==> config.mk <==
export PLATFORM = sky130hd
export DESIGN_NAME = capture_pair_frequency_meter
export DESIGN_NICKNAME = d
export VERILOG_FILES = /design/src/hw/rtl/cpfm_pkg.sv /design/src/hw/rtl/cpfm_ctrl.sv /design/src/hw/rtl/cpfm_datapath.sv /design/src/hw/rtl/capture_pair_frequency_meter.sv
export VERILOG_INCLUDE_DIRS = /design/src /design/src/hw/rtl
export SDC_FILE = /design/constraint.sdc
export NUM_CORES = 1
export LEC_CHECK = 0
export BUFFER_PORTS_ARGS = -buffer_cell sky130_fd_sc_hd__clkbuf_2
export CAP_MARGIN = 0
export CORE_ASPECT_RATIO = 1.1
export CORE_MARGIN = 10
export CORE_UTILIZATION = 64
export CTS_CLUSTER_SIZE = 10
export DETAILED_ROUTE_END_ITERATION = 6
export PLACE_DENSITY = 0.95
export SYNTH_ARGS = -nofsm -noshare
export SYNTH_HDL_FRONTEND = slang
export SYNTH_SLANG_ARGS = --single-unit
==> constraint.sdc <==
create_clock -name i_clk -period 8.35 [get_ports i_clk]
set_input_delay 0.4175 -clock i_clk [delete_from_list [all_inputs] [get_ports i_clk]]
set_output_delay 0.4175 -clock i_clk [all_outputs]
set_load 0.005 [all_outputs]
==> src/hw/rtl/capture_pair_frequency_meter_macros.svh <==
// Assertion macros shared by the capture pair frequency meter RTL.
// Included by the top level; depends on nothing else.
`ifndef CAPTURE_PAIR_FREQUENCY_METER_MACROS_SVH
`define CAPTURE_PAIR_FREQUENCY_METER_MACROS_SVH

// Checked only while the block is out of reset.
`define CPFM_ASSERT(name, clk, rst_n, prop, msg) \
    name: assert property (@(posedge clk) disable iff (!rst_n) prop) else $error(msg);

// Checked at every edge, reset included.
`define CPFM_ASSERT_RST(name, clk, prop, msg) \
    name: assert property (@(posedge clk) prop) else $error(msg);

`endif

==> src/hw/rtl/cpfm_pkg.sv <==
// Package for the capture pair frequency meter: widths, register indexes,
// controller states and the command/status structs. Depends on nothing.
`timescale 1ns / 1ps

package cpfm_pkg;

    // Width of the free-running timer whose captures come in.
    localparam int COUNTER_WIDTH = 16;
    localparam int PERIOD_W      = COUNTER_WIDTH + 1;
    localparam int TICK_W        = 27;
    localparam int MOD_W         = 17;
    localparam int FREQ_W        = 36;
    // 2*rate in Q.8 is rate shifted left by nine.
    localparam int FRAC_SHIFT    = 9;
    localparam int DIV_STEPS     = FREQ_W;
    localparam int CNT_W         = $clog2(DIV_STEPS);

    localparam int CFG_IDX_W     = 1;
    localparam int CFG_DATA_W    = TICK_W;
    localparam int IN_TDATA_W    = 16;
    localparam int OUT_TDATA_W   = 56;

    localparam logic [CFG_IDX_W-1:0] REG_TICK_RATE = 1'b0;
    localparam logic [CFG_IDX_W-1:0] REG_MODULUS   = 1'b1;

    localparam logic [TICK_W-1:0] TICK_RESET = TICK_W'(8000000);
    localparam logic [MOD_W-1:0]  MOD_RESET  = MOD_W'(65536);

    typedef enum logic [1:0] {
        ST_IDLE,
        ST_DIV,
        ST_WRITE
    } t_state;

    typedef struct packed {
        logic store_first;  // keep the capture as the first of a pair
        logic start;        // form the period and load the divider
        logic div_step;     // one quotient bit
        logic out_load;     // move the finished result to the output register
    } t_cmd;

    typedef struct packed {
        logic out_free;     // output register empty or being taken now
    } t_status;

endpackage

==> src/hw/rtl/cpfm_ctrl.sv <==
// Controller of the capture pair frequency meter: pairs captures, sequences
// the divider and hands results to the output. Uses cpfm_pkg.
`timescale 1ns / 1ps

module cpfm_ctrl
    import cpfm_pkg::*;
(
    input  logic    i_clk,
    input  logic    i_rst_n,
    input  logic    i_in_valid,
    output logic    o_in_ready,
    input  t_status i_status,
    output t_cmd    o_cmd
);

    t_state             r_state, n_state;
    logic               r_have_first, n_have_first;
    logic [CNT_W-1:0]   r_cnt, n_cnt;

    always_ff @(posedge i_clk) begin
        if (!i_rst_n) begin
            r_state      <= ST_IDLE;
            r_have_first <= 1'b0;
            r_cnt        <= '0;
        end else begin
            r_state      <= n_state;
            r_have_first <= n_have_first;
            r_cnt        <= n_cnt;
        end
    end

    always_comb begin
        n_state      = r_state;
        n_have_first = r_have_first;
        n_cnt        = r_cnt;
        o_cmd        = '0;
        o_in_ready   = 1'b0;
        unique case (r_state)
            ST_IDLE: begin
                o_in_ready = 1'b1;
                if (i_in_valid) begin
                    if (r_have_first) begin
                        o_cmd.start  = 1'b1;
                        n_have_first = 1'b0;
                        n_cnt        = '0;
                        n_state      = ST_DIV;
                    end else begin
                        o_cmd.store_first = 1'b1;
                        n_have_first      = 1'b1;
                    end
                end
            end
            ST_DIV: begin
                o_cmd.div_step = 1'b1;
                n_cnt          = r_cnt + CNT_W'(1);
                if (r_cnt == CNT_W'(DIV_STEPS - 1)) begin
                    n_state = ST_WRITE;
                end
            end
            ST_WRITE: begin
                if (i_status.out_free) begin
                    o_cmd.out_load = 1'b1;
                    n_state        = ST_IDLE;
                end
            end
            default: begin
                n_state = ST_IDLE;
            end
        endcase
    end

endmodule

==> src/hw/rtl/cpfm_datapath.sv <==
// Datapath of the capture pair frequency meter: configuration registers,
// period arithmetic, bit-serial restoring divider, output register. Uses cpfm_pkg.
`timescale 1ns / 1ps

module cpfm_datapath
    import cpfm_pkg::*;
(
    input  logic                     i_clk,
    input  logic                     i_rst_n,
    input  logic                     i_cfg_we,
    input  logic [CFG_IDX_W-1:0]     i_cfg_index,
    input  logic [CFG_DATA_W-1:0]    i_cfg_data,
    input  logic [COUNTER_WIDTH-1:0] i_capture,
    input  t_cmd                     i_cmd,
    output t_status                  o_status,
    output logic                     o_out_valid,
    input  logic                     i_out_ready,
    output logic [PERIOD_W-1:0]      o_period,
    output logic [FREQ_W-1:0]        o_freq
);

    logic [TICK_W-1:0]        r_tick;
    logic [MOD_W-1:0]         r_modulus;
    logic [COUNTER_WIDTH-1:0] r_first;
    logic [PERIOD_W-1:0]      r_div;
    logic [PERIOD_W-1:0]      r_rem, n_rem;
    logic [FREQ_W-1:0]        r_nq, n_nq;
    logic                     r_out_valid;
    logic [PERIOD_W-1:0]      r_out_period;
    logic [FREQ_W-1:0]        r_out_freq;

    logic [PERIOD_W-1:0]      diff;
    logic [COUNTER_WIDTH-1:0] back;
    logic [MOD_W-1:0]         back_ext;
    logic [PERIOD_W-1:0]      wrapped;
    logic [PERIOD_W-1:0]      period;
    logic [PERIOD_W:0]        trial;
    logic [PERIOD_W:0]        trial_sub;
    logic                     q_bit;

    always_ff @(posedge i_clk) begin
        if (!i_rst_n) begin
            r_tick    <= TICK_RESET;
            r_modulus <= MOD_RESET;
        end else if (i_cfg_we) begin
            unique case (i_cfg_index)
                REG_TICK_RATE: r_tick    <= i_cfg_data[TICK_W-1:0];
                REG_MODULUS:   r_modulus <= i_cfg_data[MOD_W-1:0];
                default: ;
            endcase
        end
    end

    // Second capture not above the first means one counter wrap; a modulus
    // too small for the gap saturates the period at one tick.
    always_comb begin
        diff     = PERIOD_W'(i_capture) - PERIOD_W'(r_first);
        back     = r_first - i_capture;
        back_ext = MOD_W'(back);
        wrapped  = (r_modulus > back_ext) ? PERIOD_W'(r_modulus - back_ext)
                                          : PERIOD_W'(1);
        period   = (i_capture > r_first) ? diff : wrapped;
    end

    // Restoring division: numerator bits shift out the top of r_nq while
    // quotient bits shift in at the bottom.
    always_comb begin
        trial     = {r_rem, r_nq[FREQ_W-1]};
        trial_sub = trial - {1'b0, r_div};
        q_bit     = (trial >= {1'b0, r_div});
        n_rem     = q_bit ? trial_sub[PERIOD_W-1:0] : trial[PERIOD_W-1:0];
        n_nq      = {r_nq[FREQ_W-2:0], q_bit};
    end

    always_ff @(posedge i_clk) begin
        if (i_cmd.store_first) begin
            r_first <= i_capture;
        end
        if (i_cmd.start) begin
            r_div <= period;
            r_rem <= '0;
            r_nq  <= FREQ_W'({r_tick, FRAC_SHIFT'(0)});
        end else if (i_cmd.div_step) begin
            r_rem <= n_rem;
            r_nq  <= n_nq;
        end
        if (i_cmd.out_load) begin
            r_out_period <= r_div;
            r_out_freq   <= r_nq;
        end
    end

    always_ff @(posedge i_clk) begin
        if (!i_rst_n) begin
            r_out_valid <= 1'b0;
        end else if (i_cmd.out_load) begin
            r_out_valid <= 1'b1;
        end else if (i_out_ready) begin
            r_out_valid <= 1'b0;
        end
    end

    assign o_status.out_free = !r_out_valid || i_out_ready;
    assign o_out_valid       = r_out_valid;
    assign o_period          = r_out_period;
    assign o_freq            = r_out_freq;

endmodule

==> src/hw/rtl/capture_pair_frequency_meter.sv <==
// Top level of the capture pair frequency meter: controller plus datapath.
// Uses cpfm_pkg, cpfm_ctrl, cpfm_datapath and the assertion macro header.
//
//  channel  | direction | handshake             | payload
//  ---------+-----------+-----------------------+----------------------------------
//  s_axis   | in        | tvalid / tready       | tdata[15:0] capture_value
//  m_axis   | out       | tvalid / tready       | tdata[16:0] period, [52:17] freq
//  cfg      | in        | cfg_valid / cfg_ready | cfg_index, cfg_data (27 bits)
//
// A first capture is stored as the first of a pair. A second capture starts a
// one-bit-a-cycle divider of 36 steps, whose result then moves to the output register.
// Reset (synchronous, active low) clears the pairing and the output valid and
// restores the register defaults. A stalled output holds the controller until the
// register frees; no captures are taken while the controller waits.
`timescale 1ns / 1ps

`include "capture_pair_frequency_meter_macros.svh"

module capture_pair_frequency_meter
    import cpfm_pkg::*;
(
    input  logic                   i_clk,
    input  logic                   i_rst_n,
    input  logic                   i_s_axis_tvalid,
    output logic                   o_s_axis_tready,
    input  logic [IN_TDATA_W-1:0]  i_s_axis_tdata,   // [15:0] capture_value
    output logic                   o_m_axis_tvalid,
    input  logic                   i_m_axis_tready,
    output logic [OUT_TDATA_W-1:0] o_m_axis_tdata,   // [16:0] period_ticks,
                                                     // [52:17] frequency_q8, zeros above
    input  logic                   i_cfg_valid,
    output logic                   o_cfg_ready,
    input  logic [CFG_IDX_W-1:0]   i_cfg_index,
    input  logic [CFG_DATA_W-1:0]  i_cfg_data
);

    t_cmd                cmd;
    t_status             status;
    logic [PERIOD_W-1:0] period;
    logic [FREQ_W-1:0]   freq;

    assign o_cfg_ready = 1'b1;

    cpfm_ctrl u_ctrl (
        .i_clk      (i_clk),
        .i_rst_n    (i_rst_n),
        .i_in_valid (i_s_axis_tvalid),
        .o_in_ready (o_s_axis_tready),
        .i_status   (status),
        .o_cmd      (cmd)
    );

    cpfm_datapath u_datapath (
        .i_clk       (i_clk),
        .i_rst_n     (i_rst_n),
        .i_cfg_we    (i_cfg_valid),
        .i_cfg_index (i_cfg_index),
        .i_cfg_data  (i_cfg_data),
        .i_capture   (i_s_axis_tdata[COUNTER_WIDTH-1:0]),
        .i_cmd       (cmd),
        .o_status    (status),
        .o_out_valid (o_m_axis_tvalid),
        .i_out_ready (i_m_axis_tready),
        .o_period    (period),
        .o_freq      (freq)
    );

    assign o_m_axis_tdata = {(OUT_TDATA_W - FREQ_W - PERIOD_W)'(0), freq, period};

    `CPFM_ASSERT(a_load_only_when_free, i_clk, i_rst_n, cmd.out_load |-> (!o_m_axis_tvalid || i_m_axis_tready), "result loaded over an untaken item")
    `CPFM_ASSERT(a_valid_from_load, i_clk, i_rst_n, $rose(o_m_axis_tvalid) |-> $past(cmd.out_load), "output valid rose without a load")
    `CPFM_ASSERT(a_period_nonzero, i_clk, i_rst_n, o_m_axis_tvalid |-> (o_m_axis_tdata[PERIOD_W-1:0] != '0), "zero period on output")
    `CPFM_ASSERT_RST(a_reset_clears_valid, i_clk, !i_rst_n |=> !o_m_axis_tvalid, "output valid after reset")

endmodule
-- Yosys cells after proc, flatten, opt, wreduce, memory -nomap -nowiden
Cells that the tools add are included.
Widths: inputs -> output; s select.
- eq/ne operators: 7
- reduce and logical (&&, ||, !) cells: 11
- magnitude comparators: 3
- $add $sub $neg: 5
- bitwise gates (word level): 1
- multiplexer cells: 23
- operator list (cell ; number):
    $mux 36 ; 2
    $mux 17 ; 3
    $ge 18x17->1 ; 1
    $gt 17x16->1 ; 1
    $sub 16x16->17 ; 1
    $sub 17x16->17 ; 1
    $sub 17x17->17 ; 1
    $gt 16x16->1 ; 1
    $sub 16x16->16 ; 1
    $mux 2 ; 6
    $mux 6 ; 2
    $pmux 6 s2 ; 1
    $mux 1 ; 8
    $add 6x1->6 const B ; 1
    $eq 6x6->1 const B ; 1
    $pmux 2 s3 ; 1
    $reduce_and 2->1 ; 3
    $reduce_bool 2->1 ; 3
    $ne 2x1->1 const B ; 2
    $ne 2x2->1 const B ; 2
    $reduce_and 4->1 ; 1
    $reduce_and 3->1 ; 1
    $eq 2x1->1 const B ; 1
    $eq 2x2->1 const B ; 1
    4 further kinds ; 4
- output and inout port bits: 59
- word-level logic and storage cells: 63
- bits in registers: 193

-- Logic depth before layout (Yosys ltp)
Gate-level depths: netlist of run 1.
- depth in word-level cells: 5
- depth in mapped cells: 20

-- Cells and area by module
A second synthesis of run 1 with hierarchy kept.
- cell total of the unflattened synthesis: 1039
- area total of the unflattened synthesis: 10410.0 µm²
- modules (own cells, without submodules) (module ; area each (µm²) ; cells an instance ; times used):
    cpfm_datapath ; 9923.3 ; 980 ; 1
    cpfm_ctrl ; 449.2 ; 53 ; 1
    capture_pair_frequency_meter ; 37.5 ; 6 ; 1

-- Worst setup path after synthesis of run 1
No wires, ideal clock.
- kind: in2reg
- start point: input i_s_axis_tdata[2]
- end point: register u_datapath.r_div[6] (data pin)
- path slack: 4.332 ns
- path buffers: 2
- data required time: 8.088 ns
- stages on the path: 18
- setup time: 0.262 ns
- arrival time: 3.755 ns
- cell sequence: inv_1 > ha_1 > buf_2 > a21o_1 > a21oi_1 > o41ai_1 > a21o_1 > a21oi_1 > xor2_1 > ha_1 > nand4_2 > nor4_2 > and3b_1 > o21a_1 > or3_4 > nand2_4 > buf_6 > o22ai_1
- cells in the longest elaborated chain, start to end: 4
- elaborated cells on any way between the ends: 7
- ends and longest elaborated chain (what ; line ; source):
    start, declared ; capture_pair_frequency_meter.sv:26 ; input logic [IN_TDATA_W-1:0] i_s_axis_tdata,
    $sub 16x16->16 ; cpfm_datapath.sv:58 ; back = r_first - i_capture;
    $sub 17x16->17 or $gt 17x16->1 (tied branches) ; cpfm_datapath.sv:60 ; wrapped = (r_modulus > back_ext) ? PERIOD_W'(r_modulus - back_ext)
    $mux 17 ; cpfm_datapath.sv:60 ;
    $mux 17 (*) ; cpfm_datapath.sv:62 ; period = (i_capture > r_first) ? diff : wrapped;
    net u_datapath.period[6] ; cpfm_datapath.sv:36 ; logic [PERIOD_W-1:0] period;
    end signal, assigned ; cpfm_datapath.sv:80 ; r_div <= period;
    end, declared ; cpfm_datapath.sv:25 ; logic [PERIOD_W-1:0] r_div;
The timed path passes the listed nets; every way through them passes the cells marked *.
A chain may end at the register's enable or synchronous reset.

-- Worst setup path in the final report of run 1
- start point: register u_datapath.r_first[0]
- end point: register u_datapath.r_div[6] (data pin)
- cells in the longest elaborated chain, start to end: 4
- elaborated cells on any way between the ends: 7
- ends and longest elaborated chain (what ; line ; source):
    start, declared ; cpfm_datapath.sv:24 ; logic [COUNTER_WIDTH-1:0] r_first;
    start signal, assigned ; cpfm_datapath.sv:77 ; r_first <= i_capture;
    $sub 16x16->16 ; cpfm_datapath.sv:58 ;
    $sub 17x16->17 or $gt 17x16->1 (tied branches) ; cpfm_datapath.sv:60 ;
    $mux 17 ; cpfm_datapath.sv:60 ;
    $mux 17 (*) ; cpfm_datapath.sv:62 ;
    net u_datapath.period[6] ; cpfm_datapath.sv:36 ;
Marks and branches as above.

==> results.md, run 1 <==
* Compound-Gate Fraction of Synth Area at 18.7%
* Vias in the first global route at 8,161
* Synthesized area at 10,300 µm²
* Worst hold path class: in -> reg
* Clk_lat worst skew at 440 ps
* Fill cells at 1,049
* DRC viols at 0
* I/O pin total at 108
* CTS Buffer Depth at 2
* Synth Area in Simple Gates at 13.6%
* Hold_sp: i_s_axis_tdata[8]
* Sequential cell area at 4990 µm²
* Area delta synth->final at 11.8%
* Largest family of logic cells by synthesized area: compound AO/OA/AOI/OAI gates
* Static leakage at 4.82 nW
* Max-slew violations at 0
* Adder-cell share of the synthesized area at 8.70%
* CTS tree: yes
* Tmin final at 4540 ps
* WHS Endpoint: u_datapath.r_first[8]$_DFFE_PP_
* Grt ovf at 0
* Multiplexer area fraction after synthesis at 1.28%
* Layout Nets at 1,220
* Clk slew on worst S/H paths at 80 ps
* Starting Density at 65.2%
* Dpl ws at 3700 ps
* R2R Setup Slk at 3810 ps
* Main flop type after synthesis: edfxtp_1
* Multi-input logic area at 4810 µm²
* Antenna viol nets, final at 0
* Worst flop-to-flop path endpoint: u_datapath.r_div[6]$_DFFE_PP_
* Post-synthesis sequential area ratio at 48.7%
* Cells after DPL at 1,283
* Max VDD drop at 0.168 mV
* CTS Buf Count at 17
* Setup CP Type: reg -> reg
* Crit end category: register
* Initial antenna violation count at 0
* # hold bufs at CTS at 0
* Power Density at 261 nW/µm²
* Hold-critical path depth at 1
* IO buf count at 103
* Diodes inserted at 0
* Endpoints failing setup at 0
* DP HPWL at 17,400 µm
* Final Util at 73.0%
* Via density at 6.27
* Distinct cells, synth at 71
* Layout Cells excl Fill at 1,315
* GRT Util Overall at 22.5%
* Register bit count reported by yosys at 193
* Total power at 2.99 mW
* Largest net degree at the start of global routing at 57
* DR WL/cell at 18.7 µm
* Cells after Synth at 1,021
* Final Hold Viols at 0
* Layout cells sized above 1 at 14.0%
* Post-cts sizing count at 0
* Async S/R FF share, synth at 0%
* Std-Cell Rows at 48
* Drt pass-1 iters at 5
* Share of the clock period used by the worst path at 54.4%
* Post CTS Setup Buffer Count at 0
* Core Footprint at 15,700 µm²
* Clock skew at 11.5 ps
* Post-Route WL at 24,600 µm
* CTS root buf: clkbuf_16
* First-pass GRT wire length at 40,200 µm
* Initial DRC Count at 885
* Path depth of the worst reg2reg path at 18
* Worst EP arrival at 4700 ps
* Clock Sinks at 193
* Global placer's final weighted congestion at 0.968
* Normalized max-slew margin at 24.1%
* Actual slew at the worst max-slew pin at 1140 ps
* Vias at 8,245
* EDFF count, synth at 113
* Max-cap violations at 0
* Mean Syn Cell Area at 10.1 µm²
* Die H at 153 µm
* Status: completed
* Crit path max fanout at 14
* Die area at 21,500 µm²
* Worst EP required at 8510 ps
* FF-to-FF Start: u_datapath.r_first[0]$_DFFE_PP_
* Die width at 141 µm
* Yosys Warn Count at 0
* Achievable Freq at 0.220 GHz
* Final worst slack at 3810 ps
* Setup TNS at 0 ps
* Startpoint Class: register
* RSZ-0062 raised after global routing: false
* XOR/XNOR Fraction of Synth Area at 4.35%
* Htree depth at 4
placed cells by master (no fill, tap or decap), types with 6 or more instances in the layout:
master,n
clkbuf_2,103
a21boi_0,39
nand2_1,150
mux2i_1,12
o21ai_0,54
nand2b_1,18
clkbuf_16,17
nand4_1,7
ha_1,65
xnor2_1,28
nor2_1,41
a211oi_1,16
a31oi_1,7
a22o_1,29
o22ai_1,14
clkinv_8,6
edfxtp_1,113
nor3_1,12
inv_1,68
o211ai_1,9
nand3_1,31
a21o_1,14
a21oi_1,48
and3_1,9
o21a_1,8
xor2_1,23
dfxtp_1,80
layer usage:
layer  global-route usage [%]  part of all wire [%]  vias up
li1                         -                     -     3831
met1                     26.3                    39     3955
met2                     38.0                    50      372
met3                     4.52                   5.9       87
met4                     12.0                   4.6        0
met5                        0                     0        -
cell families (layout without fill, tap and decap cells):
logic type | count (synthesis) | count (layout)
AND/OR/NAND/NOR | 299 | 299
AO/OA/AOI/OAI | 278 | 278
flip-flops | 193 | 193
buffers and inverters | 116 | 208
adder cells (fa/ha/maj) | 69 | 69
XOR/XNOR | 51 | 51
multiplexers | 13 | 13
other | 2 | 4
per-stage QoR:
step           area (µm²)  hold WS (ps)
4_1_cts             11500           170
3_3_place_gp        10900           434
6_report            11500           177
2_1_floorplan       10300           426
5_1_grt             11500           175
3_5_place_dp        10900           439
power by group:
| part | total, mW | leakage, nW | switching (mW) | internal [mW] |
|---|---|---|---|---|
| clock | 0.828 | 0.296 | 0.419 | 0.409 |
| sequential | 1.18 | 1.70 | 0.0667 | 1.12 |
| combinational | 0.981 | 2.82 | 0.580 | 0.401 |
area by class of cell:
type	instances	area share, %
flip-flops and latches	193	43.5
multi-input cells	714	41.9
repair buffers	108	4.82
clock buffers	17	3.71
inverters	68	2.22
well taps	200	2.18
clock inverters	15	1.63
worst max-delay path by stage:
| stage | to | cells past startpoint | slack, ps | startpoint |
|---|---|---|---|---|
| 6_report | u_datapath.r_div[6]$_DFFE_PP_ | 18 | 3810 | u_datapath.r_first[0]$_DFFE_PP_ |
| 5_1_grt | u_datapath.r_div[5]$_DFFE_PP_ | 18 | 3480 | u_datapath.r_first[0]$_DFFE_PP_ |
| 4_1_cts | u_datapath.r_div[5]$_DFFE_PP_ | 18 | 3830 | u_datapath.r_first[0]$_DFFE_PP_ |
| 3_5_place_dp | u_datapath.r_div[5]$_DFFE_PP_ | 19 | 3700 | i_s_axis_tdata[0] |
| 3_3_place_gp | u_datapath.r_div[6]$_DFFE_PP_ | 17 | 3840 | i_s_axis_tdata[2] |
| 2_1_floorplan | u_datapath.r_div[6]$_DFFE_PP_ | 18 | 4330 | i_s_axis_tdata[2] |
synthesized netlist by cell type (3+ instances only):
library cell	instances	area [µm²]
nand2_1	150	563
edfxtp_1	113	3390
dfxtp_1	80	1600
inv_1	68	255
ha_1	65	813
o21ai_0	54	270
a21oi_1	48	240
nor2_1	41	154
a21boi_0	39	293
clkbuf_1	31	116
nand3_1	31	155
a22o_1	29	254
xnor2_1	28	245
xor2_1	23	201
nand2b_1	18	113
a211oi_1	16	120
a21o_1	14	105
o22ai_1	14	87.6
mux2i_1	12	120
nor3_1	12	60.1
and3_1	9	56.3
o211ai_1	9	67.6
o21a_1	8	60.1
a31oi_1	7	43.8
buf_2	7	35.0
nand4_1	7	43.8
nor2b_1	7	43.8
and2_1	5	31.3
o21bai_1	5	37.5
buf_1	4	15.0
buf_4	4	30.0
fa_1	4	80.1
nor4_1	4	25.0
o31a_1	4	35.0
a211o_1	3	26.3
o21ai_1	3	15.0
o31ai_1	3	22.5
state kept, by name (all words and copies together), names as in the netlist:
signal and flops:
u_ctrl.r_cnt 6, u_ctrl.r_have_first 1, u_ctrl.r_state 2, u_datapath.o_freq 36
u_datapath.o_out_valid 1, u_datapath.o_period 17, u_datapath.r_div 17, u_datapath.r_first 16
u_datapath.r_modulus 17, u_datapath.r_nq 36, u_datapath.r_rem 17, u_datapath.r_tick 27
worst max-delay path: stages, from the launching register on:
cell      delay [ps]
edfxtp_1         370
inv_1             50
ha_1             190
inv_1             80
fa_1             220
a21o_1           130
a21oi_1          120
o41ai_1          710
a21o_1           210
a21oi_1           70
xor2_1           160
ha_1             410
nand4_2          180
nor4_2           360
and3b_1          210
o21a_1           100
or3_4            400
nand2_4          170
o22ai_1          140
(Power assumes the default switching activity.)
==> inputs of run 2 (changes only) <==
--- a/config.mk
+++ b/config.mk
@@ -6,14 +6,15 @@
 export SDC_FILE = /design/constraint.sdc
 export NUM_CORES = 1
 export LEC_CHECK = 0
+export ABC_AREA = 1
 export BUFFER_PORTS_ARGS = -buffer_cell sky130_fd_sc_hd__clkbuf_2
 export CAP_MARGIN = 0
 export CORE_ASPECT_RATIO = 1.1
 export CORE_MARGIN = 10
-export CORE_UTILIZATION = 64
+export CORE_UTILIZATION = 60
 export CTS_CLUSTER_SIZE = 10
 export DETAILED_ROUTE_END_ITERATION = 6
-export PLACE_DENSITY = 0.95
+export PLACE_DENSITY = 0.91
 export SYNTH_ARGS = -nofsm -noshare
 export SYNTH_HDL_FRONTEND = slang
 export SYNTH_SLANG_ARGS = --single-unit
==> constraint.sdc (replaced) <==
create_clock -name i_clk -period 4.3 [get_ports i_clk]
set_input_delay 0.215 -clock i_clk [delete_from_list [all_inputs] [get_ports i_clk]]
set_output_delay 0.215 -clock i_clk [all_outputs]
set_load 0.005 [all_outputs]
==> run 2 against run 1 <==
Effect of this change: register-to-register slack got worse by 3200 ps; via count is 11% higher; global-route usage up 0.070 points; critical path type is now in -> reg; highest routed layer unchanged; hold slack got worse by 160 ps; clock power rose by 93%; critical path depth rose by 1; largest power group unchanged.
==> results.md, run 2 <==
* FF-to-FF Start: u_datapath.r_first[2]$_DFFE_PP_
* Std-Cell Rows at 51 (+6.3%)
* Post CTS Setup Buffer Count at 0 (unchanged)
* Hold_sp: i_cfg_data[25]
* Normalized max-slew margin at 45.2% (+21 points)
* CTS root buf: clkbuf_16
* Yosys Warn Count at 0 (unchanged)
* Async S/R FF share, synth at 0% (unchanged)
* Setup CP Type: in -> reg
* Synth top area share at 31.2% (-1.8 points)
* Max VDD drop at 0.322 mV (+91%)
* DP HPWL at 20,100 µm (+15%)
* Via density at 5.51 (-12%)
* Static leakage at 5.73 nW (+19%)
* Tmin final at 3770 ps
* Total power at 5.81 mW (+94%)
* Diodes inserted at 0 (unchanged)
* Grt ovf at 0 (unchanged)
* Worst EP required at 4490 ps (-4020 ps)
* Initial DRC Count at 759 (-14%)
* Actual slew at the worst max-slew pin at 822 ps (-314 ps)
* Most instantiated cells after synthesis: nand2_1 (292), inv_1 (159), nor2_1 (159)
* Die width at 148 µm (+5.4%)
* Die H at 161 µm (+5.4%)
* Area delta synth->final at 13.4%
* CTS Buf Count at 17 (unchanged)
* Final Util at 69.4% (-3.5 points)
* DRC viols at 0 (unchanged)
* I/O pin total at 108 (unchanged)
* Power Density at 472 nW/µm² (+81%)
* Worst flop-to-flop path endpoint: u_datapath.r_div[6]$_DFFE_PP_
* Max-cap violations at 0 (unchanged)
* WHS Endpoint: u_datapath.r_tick[25]$_SDFFE_PN0P_
* Synthesized area at 10,900 µm² (+5.8%)
* Clock Sinks at 193 (unchanged)
* Most frequent cells in the layout: nand2_1 (292), inv_1 (159), nor2_1 (158)
* Hold-critical path depth at 3 (+2)
* Core Footprint at 17,700 µm² (+13%)
* Most common cell after layout, fill and taps aside: nand2_1
* CTS Buffer Depth at 2 (unchanged)
* Drt pass-1 iters at 5 (unchanged)
* Largest net degree at the start of global routing at 54 (-5.3%)
* Crit path max fanout at 9 (-5)
* Register bit count reported by yosys at 193 (unchanged)
* Die area at 23,900 µm² (+11%)
* Global placer's final weighted congestion at 1.05 (+8.5%)
* Startpoint Class: primary input
* Distinct cells, synth at 48 (-32%)
* EDFF count, synth at 113 (unchanged)
* Path depth of the worst reg2reg path at 16 (-2)
* Most frequent cell after synthesis: nand2_1
* GRT Util Overall at 22.6% (+0.070 points)
* Setup TNS at 0 ps (unchanged)
* Antenna viol nets, final at 0 (unchanged)
* Layout cells sized above 1 at 13.7% (-0.32 points)
* Vias at 9,132 (+11%)
* Fill cells at 1,396 (+33%)
* Worst hold path class: in -> reg
* Main flop type after synthesis: edfxtp_1
* First-pass GRT wire length at 44,000 µm (+9.5%)
* Clk_lat worst skew at 440 ps (about the same)
* Synth area leaders: edfxtp_1 (31%), dfxtp_1 (15%), nand2_1 (10%)
* CTS tree: yes
* Leading area contributor after synthesis: edfxtp_1
* R2R Setup Slk at 600 ps (-3210 ps)
* Mean Syn Cell Area at 8.41 µm² (-16%)
* Endpoints failing setup at 0 (unchanged)
* Worst EP arrival at 3960 ps (-740 ps)
* Layout Nets at 1,524 (+25%)
* DR WL/cell at 16.2 µm (-13%)
* Clock skew at 12.5 ps (+1.06 ps)
* Status: completed
* RSZ-0062 raised after global routing: false
* Htree depth at 4 (unchanged)
* Clk slew on worst S/H paths at 80 ps (about the same)
* Share of the clock period used by the worst path at 87.6%
* Post-synthesis sequential area ratio at 46.0% (-2.7 points)
* Initial antenna violation count at 0 (unchanged)
* Final Hold Viols at 0 (unchanged)
* Crit end category: register
* Cells after Synth at 1,292 (+27%)
* Max-slew violations at 0 (unchanged)
* Vias in the first global route at 8,998 (+10%)
* IO buf count at 103 (unchanged)
* Achievable Freq at 0.265 GHz
* Starting Density at 61.2% (-4.0 points)
* Post-Route WL at 26,900 µm (+9.4%)
run 2: cell count changes after synthesis, sizes merged, moves of 18 or more:
cell | previous run | this run
a21boi | 39 | 0
inv | 68 | 164
nand2 | 151 | 314
nand2b | 18 | 0
nand3 | 31 | 66
nor2 | 43 | 174
run 2: worst max path at each step:
stage                                          from                            end  depth (start not counted)
floorplan           u_datapath.r_first[2]$_DFFE_PP_  u_datapath.r_div[4]$_DFFE_PP_                         17
global placement    u_datapath.r_first[2]$_DFFE_PP_  u_datapath.r_div[4]$_DFFE_PP_                         16
detailed placement  u_datapath.r_first[2]$_DFFE_PP_  u_datapath.r_div[4]$_DFFE_PP_                         16
CTS                               i_s_axis_tdata[2]  u_datapath.r_div[4]$_DFFE_PP_                         19
global route                      i_s_axis_tdata[2]  u_datapath.r_div[6]$_DFFE_PP_                         19
finish                            i_s_axis_tdata[2]  u_datapath.r_div[6]$_DFFE_PP_                         19
run 2: logic make-up (layout without fill, tap and decap cells):
| logic type | Yosys count | in the layout | synth area share (%) |
|---|---|---|---|
| DFF | 193 | 193 | 46.0 |
| AOI/OAI and AO/OA | 192 | 192 | 10.5 |
| and+or+nand+nor | 595 | 595 | 24.0 |
| buffers and inverters | 202 | 327 | 8.04 |
| adders and majority gates | 69 | 69 | 8.22 |
| other | 2 | 4 | 0.0691 |
| xor gates and xnor gates | 39 | 39 | 3.14 |
run 2: per-layer routing:
layer,wire [µm],vias up,share of wire [%],track usage (%)
li1,-,4477,-,-
met1,10600,4270,40,25.6
met2,13900,324,52,40.5
met3,1500,61,5.6,4.64
met4,819,0,3.0,8.93
met5,0,-,0,0
run 2: repair_timing:
action | CTS | global route
endpoints found under the setup margin | 0 | 0
resized for setup | 0 | 0
endpoints found under the hold margin | 21 | 0
hold buffers | 21 | 0
run 2: power breakdown:
group,total (mW),internal [mW],switching [mW]
sequential,2.28,2.15,0.123
clock,1.60,0.831,0.771
combinational,1.93,0.675,1.26
total,5.81,3.66,2.15
run 2: cell type report:
type                            instances  area [µm²]  share of cell area (%)
Multi-Input combinational cell        899        5030                    40.8
Sequential cell                       193        4990                    40.6
Timing Repair Buffer                  130         771                    6.26
Inverter                              165         624                    5.07
Clock buffer                           18         429                    3.48
Tap cell                              238         298                    2.42
Clock inverter                         14         171                    1.39
run 2: worst max-delay path, cell delays in order:
cell and delay [ps]:
dlygate4sd3_1 540, clkbuf_2 130, inv_1 50, ha_1 440, nand2_1 200, o21ai_0 350
nand2_1 90, nand2_1 170, nand2_1 70, o211ai_1 100, xor2_1 100, ha_1 360
nand2_1 90, nor4_1 390, nand4_1 160, nand2_2 230, inv_2 120, nand3_1 80
nand2_1 70
run 2: per-stage QoR:
stage / instances / hold WS (ps) / instance area, µm² / setup slack, ps
6_report: 1657 / 13.3 / 12300 / 533
2_1_floorplan: 1294 / 314 / 10900 / 1280
4_1_cts: 1657 / 3.34 / 12300 / 583
3_3_place_gp: 1604 / 414 / 11500 / 811
5_1_grt: 1657 / 5.56 / 12300 / 227
3_5_place_dp: 1604 / 415 / 11500 / 635
